## config.mk

```make
export PLATFORM = sky130hd
export DESIGN_NAME = rau_ctrl
export DESIGN_NICKNAME = d
export VERILOG_FILES = /design/src/rau_pkg.sv /design/src/rau_ctrl.sv
export SDC_FILE = /design/constraint.sdc
export NUM_CORES = 1
export LEC_CHECK = 0
export ABC_AREA = 1
export BUFFER_PORTS_ARGS = -buffer_cell sky130_fd_sc_hd__buf_2
export CAP_MARGIN = 20
export CORE_MARGIN = 2
export CORE_UTILIZATION = 24
export DETAILED_ROUTE_END_ITERATION = 7
export GPL_TIMING_DRIVEN = 0
export PLACE_DENSITY = 0.51
export SYNTH_ARGS = -nofsm -noshare
export SYNTH_HDL_FRONTEND = slang
export SYNTH_SLANG_ARGS = --single-unit
```

## constraint.sdc

```tcl
create_clock -name clock -period 5.3 [get_ports clock]
set_input_delay 0.795 -clock clock [delete_from_list [all_inputs] [get_ports clock]]
set_output_delay 0.795 -clock clock [all_outputs]
set_load 0.1 [all_outputs]
```

## src/rau_pkg.sv

```systemverilog
// -----------------------------------------------------------------------------
// rau_pkg
// Shared types and codes of the rational arithmetic unit.
// -----------------------------------------------------------------------------
package rau_pkg;

   // operation codes
   localparam logic [1:0] ACT_ADD = 2'd0;
   localparam logic [1:0] ACT_SUB = 2'd1;
   localparam logic [1:0] ACT_MUL = 2'd2;
   localparam logic [1:0] ACT_DIV = 2'd3;

   // status codes
   localparam logic [1:0] ST_OK    = 2'd0;
   localparam logic [1:0] ST_DIVZ  = 2'd1;
   localparam logic [1:0] ST_RANGE = 2'd2;

   // datapath commands
   typedef enum logic [3:0] {
      CMD_NOP     = 4'd0,
      CMD_LOAD    = 4'd1,  // capture operands, decode signs
      CMD_GCD_LD  = 4'd2,  // load gcd unit with two operands (sel by src)
      CMD_GCD_STP = 4'd3,  // one gcd step
      CMD_DIV_LD  = 4'd4,  // load divider
      CMD_DIV_STP = 4'd5,  // one divider step
      CMD_MUL_LD  = 4'd6,  // load multiplier
      CMD_MUL_STP = 4'd7,  // one multiplier step
      CMD_STORE   = 4'd8,  // move unit result to a holding register
      CMD_COMBINE = 4'd9,  // signed add of cross products
      CMD_FINISH  = 4'd10  // range check and result capture
   } cmd_type;

   // operand / destination selectors
   typedef enum logic [3:0] {
      R_D1, R_D2, R_M1, R_M2, R_G, R_A, R_B, R_NUM, R_DEN, R_Q1, R_Q2
   } reg_sel_type;

   typedef struct packed {
      cmd_type     cmd;
      reg_sel_type src_a;
      reg_sel_type src_b;
      reg_sel_type dst;
   } dp_ctrl_type;

   typedef struct packed {
      logic       unit_done;  // current iterative unit has finished
      logic       bad_in;     // zero denominator or zero divisor
      logic [1:0] action;
      logic       num_zero;   // combined numerator is zero
   } dp_stat_type;

endpackage

```

## src/rau_ctrl.sv

```systemverilog
// -----------------------------------------------------------------------------
// rau_ctrl
// Sequencer: runs a micro-program of unit loads, steps and stores.
// -----------------------------------------------------------------------------
module rau_ctrl (
   input  logic                 clock,
   input  logic                 reset,
   input  logic                 req_valid,
   output logic                 req_ready,
   output logic                 rsp_valid,
   input  logic                 rsp_ready,
   input  rau_pkg::dp_stat_type stat,
   output rau_pkg::dp_ctrl_type ctrl,
   output logic                 capture
);
   import rau_pkg::*;

   typedef enum logic [3:0] {
      S_IDLE = 4'b0001,
      S_RUN  = 4'b0010,
      S_WAIT = 4'b0100,
      S_OUT  = 4'b1000
   } state_type;

   state_type  state_ff, state_in;
   logic [4:0] pc_ff, pc_in;
   logic       rv_ff, rv_in;
   dp_ctrl_type u;
   logic        is_step;

   // micro-program: add/sub from 0, mul/div from 30, reduce from 20
   always_comb begin
      u = '{CMD_NOP, R_D1, R_D1, R_D1};
      unique case (pc_ff)
         5'd0:  u = '{CMD_GCD_LD,  R_D1, R_D2, R_D1};
         5'd1:  u = '{CMD_GCD_STP, R_D1, R_D1, R_D1};
         5'd2:  u = '{CMD_STORE,   R_D1, R_G,  R_G};
         5'd3:  u = '{CMD_DIV_LD,  R_D2, R_G,  R_D1};
         5'd4:  u = '{CMD_DIV_STP, R_D1, R_D1, R_D1};
         5'd5:  u = '{CMD_STORE,   R_D1, R_Q2, R_A};   // d2/g
         5'd6:  u = '{CMD_DIV_LD,  R_D1, R_G,  R_D1};
         5'd7:  u = '{CMD_DIV_STP, R_D1, R_D1, R_D1};
         5'd8:  u = '{CMD_STORE,   R_D1, R_Q2, R_B};   // d1/g
         5'd9:  u = '{CMD_MUL_LD,  R_M1, R_A,  R_D1};
         5'd10: u = '{CMD_MUL_STP, R_D1, R_D1, R_D1};
         5'd11: u = '{CMD_STORE,   R_D1, R_Q1, R_A};
         5'd12: u = '{CMD_MUL_LD,  R_M2, R_B,  R_D1};
         5'd13: u = '{CMD_MUL_STP, R_D1, R_D1, R_D1};
         5'd14: u = '{CMD_STORE,   R_D1, R_Q1, R_NUM};
         5'd15: u = '{CMD_COMBINE, R_A,  R_NUM, R_D1};
         5'd16: u = '{CMD_MUL_LD,  R_B,  R_D2, R_D1};
         5'd17: u = '{CMD_MUL_STP, R_D1, R_D1, R_D1};
         5'd18: u = '{CMD_STORE,   R_D1, R_Q1, R_DEN};
         5'd19: u = '{CMD_NOP,     R_D1, R_D1, R_D1};
         5'd20: u = '{CMD_GCD_LD,  R_NUM, R_DEN, R_D1};
         5'd21: u = '{CMD_GCD_STP, R_D1, R_D1, R_D1};
         5'd22: u = '{CMD_STORE,   R_D1, R_G,  R_G};
         5'd23: u = '{CMD_DIV_LD,  R_NUM, R_G, R_D1};
         5'd24: u = '{CMD_DIV_STP, R_D1, R_D1, R_D1};
         5'd25: u = '{CMD_STORE,   R_D1, R_Q2, R_Q1};
         5'd26: u = '{CMD_DIV_LD,  R_DEN, R_G, R_D1};
         5'd27: u = '{CMD_DIV_STP, R_D1, R_D1, R_D1};
         5'd28: u = '{CMD_STORE,   R_D1, R_Q2, R_Q2};
         5'd29: u = '{CMD_FINISH,  R_D1, R_D1, R_D1};
         5'd30: u = '{CMD_MUL_LD,  R_M1, R_D2, R_D1};  // mul: m1*d2 or m1*m2
         5'd31: u = '{CMD_MUL_STP, R_D1, R_D1, R_D1};
         default: ;
      endcase
   end

   assign is_step = (u.cmd == CMD_GCD_STP) || (u.cmd == CMD_DIV_STP)
                    || (u.cmd == CMD_MUL_STP);
   assign req_ready = (state_ff == S_IDLE);
   assign rsp_valid = rv_ff;

   // drive datapath; the load beat itself is issued in idle
   always_comb begin
      ctrl    = '{CMD_NOP, R_D1, R_D1, R_D1};
      capture = 1'b0;
      if (state_ff == S_IDLE && req_valid) ctrl.cmd = CMD_LOAD;
      else if (state_ff == S_RUN) begin
         ctrl = u;
         // multiply/divide cross products, re-using rows 30..31, 14 and 16..18
         if (pc_ff == 5'd30) begin
            if (stat.action == ACT_MUL) ctrl.src_b = R_M2;
            else ctrl.src_b = R_D2;
         end
         if (pc_ff == 5'd16 && stat.action[1]) begin
            ctrl.src_a = R_D1;
            ctrl.src_b = (stat.action == ACT_MUL) ? R_D2 : R_M2;
         end
         if (pc_ff == 5'd29) capture = 1'b1;
      end
   end

   // sequencing
   always_comb begin
      state_in = state_ff;
      pc_in    = pc_ff;
      rv_in    = rv_ff && !rsp_ready;
      unique case (state_ff)
         S_IDLE: begin
            if (req_valid) begin
               state_in = S_WAIT;
            end
         end
         S_WAIT: begin
            // decoded operands available: pick program
            state_in = S_RUN;
            if (stat.bad_in) begin
               pc_in = 5'd29;
            end else if (stat.action[1]) begin
               pc_in = 5'd30;
            end else begin
               pc_in = 5'd0;
            end
         end
         S_RUN: begin
            if (is_step && !stat.unit_done) pc_in = pc_ff;
            else if (pc_ff == 5'd29) begin
               state_in = S_OUT;
               rv_in    = 1'b1;
            end else if (stat.bad_in) pc_in = 5'd29;
            else if (pc_ff == 5'd31) pc_in = 5'd14;
            else if (pc_ff == 5'd14 && stat.action[1]) pc_in = 5'd16;
            else if (pc_ff == 5'd19) pc_in = stat.num_zero ? 5'd29 : 5'd20;
            else pc_in = pc_ff + 1'b1;
         end
         S_OUT: begin
            if (rv_ff && rsp_ready) state_in = S_IDLE;
         end
         default: state_in = S_IDLE;
      endcase
   end

   always_ff @(posedge clock) begin
      if (reset) begin
         state_ff <= S_IDLE;
         pc_ff    <= '0;
         rv_ff    <= 1'b0;
      end else begin
         state_ff <= state_in;
         pc_ff    <= pc_in;
         rv_ff    <= rv_in;
      end
   end

`ifndef SYNTHESIS
   a_onehot: assert property (@(posedge clock) disable iff (reset) $onehot(state_ff))
      else $error("state not one-hot");
   a_rv_out: assert property (@(posedge clock) disable iff (reset)
      rv_ff |-> state_ff == S_OUT) else $error("result beat outside output state");
   a_no_acc: assert property (@(posedge clock) disable iff (reset)
      rv_ff |-> !req_ready) else $error("accepting while result pending");
`endif

endmodule

```

==> flow_summary_export.csv, run 1 <==
group,metric,value,unit
cells_and_area,drive_gt1_share,16.5,%
clock_network,tritoncts,"yes",
clock_network,cts.path.max_buffers,2,
synth,syn-cell-area,1970,sq um
sta,rsz0062_at_grt,"false",
route,via_per_inst,4.46,
clock_network,cts_resized,0,
worst_setup_path,worstPathMaxFanout,7,
synth,syn_avg_cell_area,6.03,sq um
synth,synth_cell_types,30,
power,ir_worst_vdd,0.0670,mV
sta,setup_viol_count_final,0,
floorplan,coreArea,8090,sq um
clock_network,cts_root_buffer,"clkbuf_8",
worst_setup_path,setup.worst_path.start_class,"flop",
cells_and_area,fin_area,2290,sq um
floorplan,initial_core_util,24.4,%
sta,max_freq,339,MHz
cells_and_area,fin_cells,463,
route,first_pass_iters,4,
cells_and_area,final_nets,378,
route,drtIter0Drc,189,
cells_and_area,num_antenna_cells,0,
status,status,"finished clean",
worst_setup_path,path_class,"flop to flop",
global_routing,grt_usage,12.1,%
synth,yosysWarnings,0,
sta,tightest_slew,524,ps
sta,setup_tns,0,ps
placement,dp_hpwl,4150,microns
synth,synth_edf_count,0,
cells_and_area,fill_cells,920,
clock_network,cts_inserted_buffers,3,
route,drc,0,
clock_network,path_clk_slew,90,ps
sta,min_period_over_period,55.6,%
clock_network,clock_sinks,26,
placement,portBuffers,27,
synth,synth_ff_type,"dfxtp_1",
worst_setup_path,required,5520,ps
sta,skew,8.19,ps
global_routing,grt_pass1_vias,1853,
worst_setup_path,end_kind,"flop",
placement,place_area,2240,sq um
floorplan,io_pins,28,
global_routing,grt_pass1_wl,8720,microns
floorplan,dieWidth,94.7,microns
route,wl_per_cell,11.4,microns
placement,placed_cells_incl_taps,459,
power,powerDensity,227,nW/um^2
worst_setup_path,rrSetupSlack,2350,ps
synth,yosysSeqAreaShare,26.4,%
worst_setup_path,cp.arrival,3160,ps
floorplan,rows,33,
floorplan,chipHeight,94.7,microns
floorplan,die_area,8960,sq um
global_routing,antenna_found_initial,0,
clock_network,hold_buffers,0,
cells_and_area,area_growth,16.3,%
worst_hold_path,hold_path_class,"flop to flop",
synth,synth_cells,327,
sta,finalMaxSlewViolations,0,
synth,synth_nets,346,
route,route.final.wire_length,5280,microns
clock_network,clock_latency,270,ps
synth,ys_ff_latch,26,
sta,fin_crit,2950,ps
sta,final_hold_viol_count,0,
global_routing,gr-total-overflow,0,
clock_network,post-cts-setup-buffers,0,
cells_and_area,utilization,28.4,%
global_routing,grt_max_degree,15,
route,vias,2065,
synth,async_flop_share,0,%
sta,slew_headroom,65.0,%
flow_run,cap_violations,0,
route,ant_nets,0,
power,p_leak,1.19,nW
placement,place.gp.congestion,0.931,
clock_network,htree_levels,1,
-- worst paths after layout --
path	startpoint	cells after the start	to
worst max-delay path	pc_ff[0]	15	u[9]
worst min-delay path	rsp_valid	2	rsp_valid
worst max register to register	pc_ff[0]	15	u[9]
worst min register to register	rsp_valid	2	rsp_valid
-- metal layers --
| layer | part of all wire, % | GRT usage (%) | vias up | wire length (microns) |
|---|---|---|---|---|
| li1 | - | - | 1084 | - |
| met1 | 49 | 16.4 | 916 | 2600 |
| met2 | 44 | 19.9 | 57 | 2340 |
| met3 | 4.5 | 0.958 | 8 | 239 |
| met4 | 1.9 | 4.71 | 0 | 102 |
| met5 | 0 | 0 | - | 0 |
-- cells in the final DEF (no fill, tap or decap), types with 2 or more instances in the layout --
master,instances
nand2_2,10
buf_2,30
nand2_1,111
o21ai_0,6
clkinv_1,2
inv_1,37
ha_1,10
nand3_1,40
nor2_1,44
nand4_1,5
clkbuf_1,2
dfxtp_1,26
a21oi_1,6
nor3_1,3
nand2_4,3
buf_6,3
o21ai_1,3
clkbuf_8,4
-- final cells by class --
class                           instances  area (sq um)  area share [%]
Clock buffer                            4          55.1            2.40
Tap cell                              105           131            5.73
Buffer                                  9          63.8            2.78
Sequential cell                        26           520            22.7
Timing Repair Buffer                   27           135            5.89
Inverter                               40           150            6.54
Multi-Input combinational cell        252          1240            54.0
-- state kept, by name, indices dropped and copies added, names as in the netlist --
signal,count
pc_ff,5
rsp_valid,1
state_ff,4
u,16
-- worst max-delay path: stages (launching register included) --
cell and delay (ps):
dfxtp_1 440, ha_1 260, inv_1 60, nor2_1 140, ha_1 190, nor2_1 60
nand2_1 80, nand2_1 60, o21ai_1 290, nand2_1 260, inv_1 160, ha_1 280
nand3_1 210, a21oi_1 220, o21ai_0 110, nand2_1 70
-- logic make-up after synthesis --
family / share of synthesized area (%)
buffers and inverters: 10.8
adders and majority gates: 6.34
xor gates and xnor gates: 0.444
and+or+nand+nor: 49.5
AOI/OAI and AO/OA: 6.53
DFF: 26.4
-- synthesized netlist by cell type (2+ instances only) --
library cell  instances  area share (%)
nand3_1              40              10
o21ai_1               3            0.76
o21ai_0               6             1.5
nand2_1             111              21
nand2_2              10             3.2
nand2_4               3             1.7
buf_6                 3             1.7
nor2_1               44             8.4
nor3_1                3            0.76
a21oi_1               6             1.5
clkbuf_1              2            0.38
ha_1                 10             6.3
dfxtp_1              26              26
clkinv_1              2            0.38
buf_2                 3            0.76
nand4_1               5             1.6
inv_1                37             7.0
-- report_power, final --
group	switching [mW]	total (mW)	internal (mW)
registers	0.00908	0.222	0.213
clock network	0.0627	0.129	0.0664
logic	0.124	0.170	0.0457
-- metrics by stage --
step | hold slack (ps) | total power [mW] | worst slack [ps]
after global placement | 466 | 0.397 | 2210
after global routing | 528 | 0.555 | 1980
after CTS | 479 | 0.525 | 2320
after detailed placement | 467 | 0.396 | 2210
after floorplan | 478 | 0.361 | 927
final | 482 | 0.521 | 2350
No activity file was read; power rests on OpenSTA's default activity.
==> inputs of run 2 (changes only) <==
==> constraint.sdc (replaced) <==
create_clock -name clock -period 2.9 [get_ports clock]
set_input_delay 0.435 -clock clock [delete_from_list [all_inputs] [get_ports clock]]
set_output_delay 0.435 -clock clock [all_outputs]
set_load 0.1 [all_outputs]
==> run 2 against run 1 <==
Register-to-register slack got worse by 2000 ps. Sequential power increased by 83%. Global-route usage increased by 0.38 points. First-iteration DRC count decreased by 23%. Clock-buffer cell count decreased by 1. Cell area increased by 2.1%. Worst hold slack got worse by 72 ps. Fmax increased by 14%. Final cell count unchanged. Flip-flop and latch count unchanged. Die area unchanged. Critical endpoint is now u[10].
==> flow_summary_export.csv, run 2 (synthesis results as in run 1) <==
group,metric,value,unit
floorplan,die_area,8960,sq um
sta,setup_ws,313,ps
route,drc,0,
floorplan,rows,33,
cells_and_area,final_nets,378,
sta,min_period_over_period,89.2,%
status,status,"finished clean",
route,route.final.wire_length,5360,microns
clock_network,hold_buffers,0,
worst_setup_path,end_kind,"flop",
sta,setup_tns,0,ps
clock_network,cts_inserted_buffers,3,
worst_setup_path,critPathTopFamily,"simple AND/OR/NAND/NOR gates",
cells_and_area,area_growth,18.8,%
power,powerDensity,441,nW/um^2
placement,dp_hpwl,4200,microns
clock_network,path_clk_slew,90,ps
worst_setup_path,path_buf_inv,1,
placement,pre_cts_slack,24.0,ps
worst_setup_path,cpPeakStageDelay,470,ps
route,via_per_inst,4.45,
clock_network,cts.path.max_buffers,2,
floorplan,io_pins,28,
worst_hold_path,hold_path_class,"input port to flop",
clock_network,tritoncts,"yes",
worst_setup_path,path_class,"flop to flop",
worst_hold_path,hold_path_end,"state_ff[2]",
worst_hold_path,worstHoldStart,"reset",
floorplan,coreArea,8090,sq um
placement,place.gp.congestion,0.925,
route,wl_per_cell,11.6,microns
power,power,1.03,mW
clock_network,cts_root_buffer,"clkbuf_8",
cells_and_area,fin_cells,463,
cells_and_area,layout_common_cells,"nand2_1, nor2_1, nand3_1",
clock_network,clock_latency,270,ps
floorplan,chipHeight,94.7,microns
worst_hold_path,hold-path-cell-count,2,
global_routing,grt_max_degree,16,
global_routing,grt_pass1_vias,1857,
sta,slew_headroom,65.3,%
sta,max_freq,387,MHz
floorplan,initial_core_util,24.4,%
worst_setup_path,rr_endpoint,"u[10]",
worst_setup_path,worstPathMaxFanout,7,
worst_setup_path,setup.worst_path.start_class,"flop",
route,vias,2060,
cells_and_area,drive_gt1_share,18.7,%
floorplan,dieWidth,94.7,microns
flow_run,cap_violations,0,
clock_network,htree_levels,1,
global_routing,grt_usage,12.5,%
worst_setup_path,r2r-start,"state_ff[1]",
route,drtIter0Drc,146,
placement,portBuffers,27,
route,first_pass_iters,4,
worst_setup_path,critPathLaunch,"state_ff[1]",
sta,rsz0062_at_grt,"false",
worst_setup_path,cpMaxStageDelayCell,"dfxtp_1",
worst_setup_path,cp.arrival,2750,ps
cells_and_area,final_common_cell,"nand2_1",
clock_network,post-cts-setup-buffers,0,
sta,fin_crit,2590,ps
worst_setup_path,rrSetupSlack,310,ps
route,ant_nets,0,
global_routing,antenna_found_initial,0,
sta,final_hold_viol_count,0,
cells_and_area,largest_reg_flops,16,
worst_setup_path,required,3070,ps
global_routing,gr-total-overflow,0,
sta,finalMaxSlewViolations,0,
sta,setup_viol_count_final,0,
sta,tightest_slew,521,ps
global_routing,grt_pass1_wl,8980,microns
placement,placed_cells_incl_taps,459,
worst_setup_path,rr_worst_depth,13,
clock_network,clock_sinks,26,
power,p_leak,1.20,nW
worst_setup_path,path_cells,"nand2_2, nor2_4, nand2_2, nand2_4, nand3_1, o21ai_2, nand2_2, ha_1, inv_1, nand3_1, nand2_1, nand2_1, o31ai_1",
sta,skew,2.61,ps
worst_setup_path,cp_common_cell,"nand2_2",
power,ir_worst_vdd,0.169,mV
cells_and_area,num_antenna_cells,0,
-- run 2: per-stage QoR --
stage          hold WS [ps]  area, sq um  utilization, %
6_report                409         2340            29.0
5_1_grt                 422         2340            29.0
4_1_cts                 409         2320            28.7
3_5_place_dp            476         2250            27.8
3_3_place_gp            465         2250            27.8
2_1_floorplan           478         1980               -
-- run 2: repair_timing --
action | 4_1_cts | 5_1_grt
setup endpoints to repair | 1 | 14
gates resized for setup | 1 | 7
hold endpoints to repair | 0 | 0
-- run 2: worst max-delay path by stage --
| stage | slack (ps) | to | depth (start not counted) |
|---|---|---|---|
| detailed placement | 20 | u[9] | 15 |
| CTS | 50 | u[9] | 16 |
| global route | 10 | u[7] | 17 |
| global placement | 30 | u[9] | 15 |
| finish | 310 | u[10] | 13 |
| floorplan | 10 | ctrl[4] | 4 |
-- run 2: final cells by class --
class | count | area, sq um
Buffer | 9 | 63.8
Clock buffer | 3 | 41.3
Clock inverter | 1 | 30.0
Fill cell | 940 | 5750
Inverter | 40 | 150
Multi-Input combinational cell | 252 | 1270
Sequential cell | 26 | 523
Tap cell | 105 | 131
Timing Repair Buffer | 27 | 135
-- run 2: worst register-to-register path, cell delays in order (launching register included) --
cell	delay [ps]
dfxtp_1	470
nand2_2	100
nor2_4	230
nand2_2	110
nand2_4	90
nand3_1	150
o21ai_2	240
nand2_2	160
ha_1	330
inv_1	110
nand3_1	150
nand2_1	150
nand2_1	80
o31ai_1	100
-- run 2: report_power, final --
group          internal, mW  switching (mW)
Clock                 0.185           0.119
Combinational        0.0885           0.235
Sequential            0.389          0.0169
-- run 2: per-layer routing --
layer	vias to the layer above	track usage (%)	routed length, microns
met5	-	0	0
met4	0	2.66	52
met3	4	1.20	269
met2	61	21.2	2460
met1	910	17.1	2570
li1	1085	-	-
==> inputs of run 3 (changes only) <==
--- a/config.mk
+++ b/config.mk
@@ -11,7 +11,6 @@
 export CORE_MARGIN = 2
 export CORE_UTILIZATION = 24
 export DETAILED_ROUTE_END_ITERATION = 7
-export GPL_TIMING_DRIVEN = 0
 export PLACE_DENSITY = 0.51
 export SYNTH_ARGS = -nofsm -noshare
 export SYNTH_HDL_FRONTEND = slang
==> run 3 against run 2 <==
Critical path depth increased by 2. Fmax decreased by 2.6%. Flip-flop and latch count unchanged. Cell area decreased by 2.1%. Total power decreased by 1.2%. Clock power about the same. Critical path type unchanged. Critical endpoint is now u[9]. Largest power group unchanged.
==> flow_summary_export.csv, run 3 (synthesis results as in run 1) <==
group,metric,value,unit
power,power,1.02,mW
sta,setup_viol_count_final,0,
route,drtIter0Drc,96,
route,via_per_inst,4.40,
global_routing,grt_pass1_vias,1847,
worst_setup_path,required,3120,ps
clock_network,tritoncts,"yes",
global_routing,gr-total-overflow,0,
cells_and_area,final_common_cell,"nand2_1",
floorplan,coreArea,8090,sq um
status,status,"finished clean",
route,drc,0,
worst_hold_path,hold_path_class,"input port to flop",
global_routing,grt_pass1_wl,8630,microns
sta,max_freq,377,MHz
sta,fin_crit,2660,ps
route,vias,2014,
cells_and_area,num_antenna_cells,0,
global_routing,grt_usage,11.9,%
placement,portBuffers,27,
floorplan,dieWidth,94.7,microns
route,ant_nets,0,
global_routing,grt_max_degree,20,
power,ir_worst_vdd,0.152,mV
worst_setup_path,critPathTopFamily,"simple AND/OR/NAND/NOR gates",
cells_and_area,regArea,520,sq um
route,first_pass_iters,6,
floorplan,die_area,8960,sq um
floorplan,io_pins,28,
floorplan,rows,33,
clock_network,path_clk_slew,90,ps
worst_setup_path,setup.worst_path.start_class,"flop",
cells_and_area,area_growth,16.3,%
cells_and_area,multi_input_area,1260,sq um
worst_setup_path,end_kind,"flop",
worst_setup_path,cpMaxStageDelayCell,"dfxtp_1",
sta,slew_headroom,67.6,%
cells_and_area,fill_cells,917,
route,route.final.wire_length,5050,microns
placement,dp_hpwl,3970,microns
worst_setup_path,cp.arrival,2880,ps
cells_and_area,largest_reg_flops,16,
flow_run,cap_violations,0,
clock_network,cts.path.max_buffers,2,
worst_setup_path,cpPeakStageDelay,440,ps
sta,final_hold_viol_count,0,
cells_and_area,final_nets,373,
worst_setup_path,path_buf_inv,2,
clock_network,htree_levels,1,
clock_network,cts_root_buffer,"clkbuf_8",
sta,setup_tns,0,ps
route,wl_per_cell,11.0,microns
placement,pre_cts_slack,150,ps
sta,finalMaxSlewViolations,0,
sta,hold_slack,405,ps
power,powerDensity,445,nW/um^2
sta,tightest_slew,489,ps
clock_network,clock_sinks,26,
clock_network,clock_latency,270,ps
cells_and_area,drive_gt1_share,16.7,%
cells_and_area,layout_common_cells,"nand2_1, nor2_1, nand3_1",
floorplan,initial_core_util,24.4,%
placement,place.gp.congestion,0.923,
sta,skew,6.46,ps
sta,min_period_over_period,91.6,%
global_routing,antenna_found_initial,0,
clock_network,post-cts-setup-buffers,0,
worst_setup_path,path_cells,"ha_1, inv_1, nor2_1, ha_1, nor2_1, nand2_1, nand2_1, o21ai_2, nand2_2, inv_1, ha_1, nand3_1, a21oi_1, o21ai_0, nand2_1",
sta,rsz0062_at_grt,"false",
floorplan,chipHeight,94.7,microns
worst_setup_path,path_class,"flop to flop",
power,p_leak,1.19,nW
worst_setup_path,worstPathMaxFanout,7,
sta,setup_ws,244,ps
clock_network,cts_inserted_buffers,3,
run 3: worst reg2reg max path, delay by kind of cell (launching register included):
family                     cells  cell delay (ps)
AOI/OAI and AO/OA              3              550
adders and majority gates      3              670
buffers and inverters          2              190
DFF                            1              440
and+or+nand+nor                7              740
run 3: worst paths after layout:
path             start         to  slack, ps  cells past startpoint
max reg2reg   pc_ff[1]       u[9]        240                     15
min reg2reg  rsp_valid  rsp_valid        480                      2
max           pc_ff[1]       u[9]        240                     15
min              reset  rsp_valid        410                      2
run 3: area by class of cell:
class / instances / share of cell area [%]
multi-input cells: 252 / 54.7
clock buffers: 3 / 1.80
repair buffers: 31 / 7.20
flip-flops and latches: 26 / 22.7
inverters: 40 / 6.54
well taps: 105 / 5.73
clock inverters: 1 / 1.31
run 3: report_power, final:
part	internal, mW	total (mW)	switching, mW
Combinational	0.0837	0.308	0.224
Sequential	0.389	0.410	0.0207
Clock	0.185	0.303	0.118
run 3: what timing repair did:
action | in CTS | in global routing
resized for setup | 0 | 2
hold buffers | 0 | 0
endpoints found under the setup margin | 0 | 12
run 3: through the flow:
stage / utilization (%) / cell area, sq um / std cells
CTS: 28.3 / 2290 / 458
floorplan: - / 1980 / 327
finish: 28.4 / 2290 / 458
global placement: 27.4 / 2220 / 454
detailed placement: 27.4 / 2220 / 454
global route: 28.4 / 2290 / 458
run 3: routing by layer:
| metal | routed length, microns | GRT usage [%] | share of wire (%) | vias up |
|---|---|---|---|---|
| met1 | 2420 | 15.7 | 48 | 894 |
| met4 | 67 | 3.62 | 1.3 | 0 |
| met2 | 2390 | 20.5 | 47 | 43 |
| li1 | - | - | - | 1071 |
| met3 | 185 | 0.958 | 3.7 | 6 |
| met5 | 0 | 0 | 0 | - |
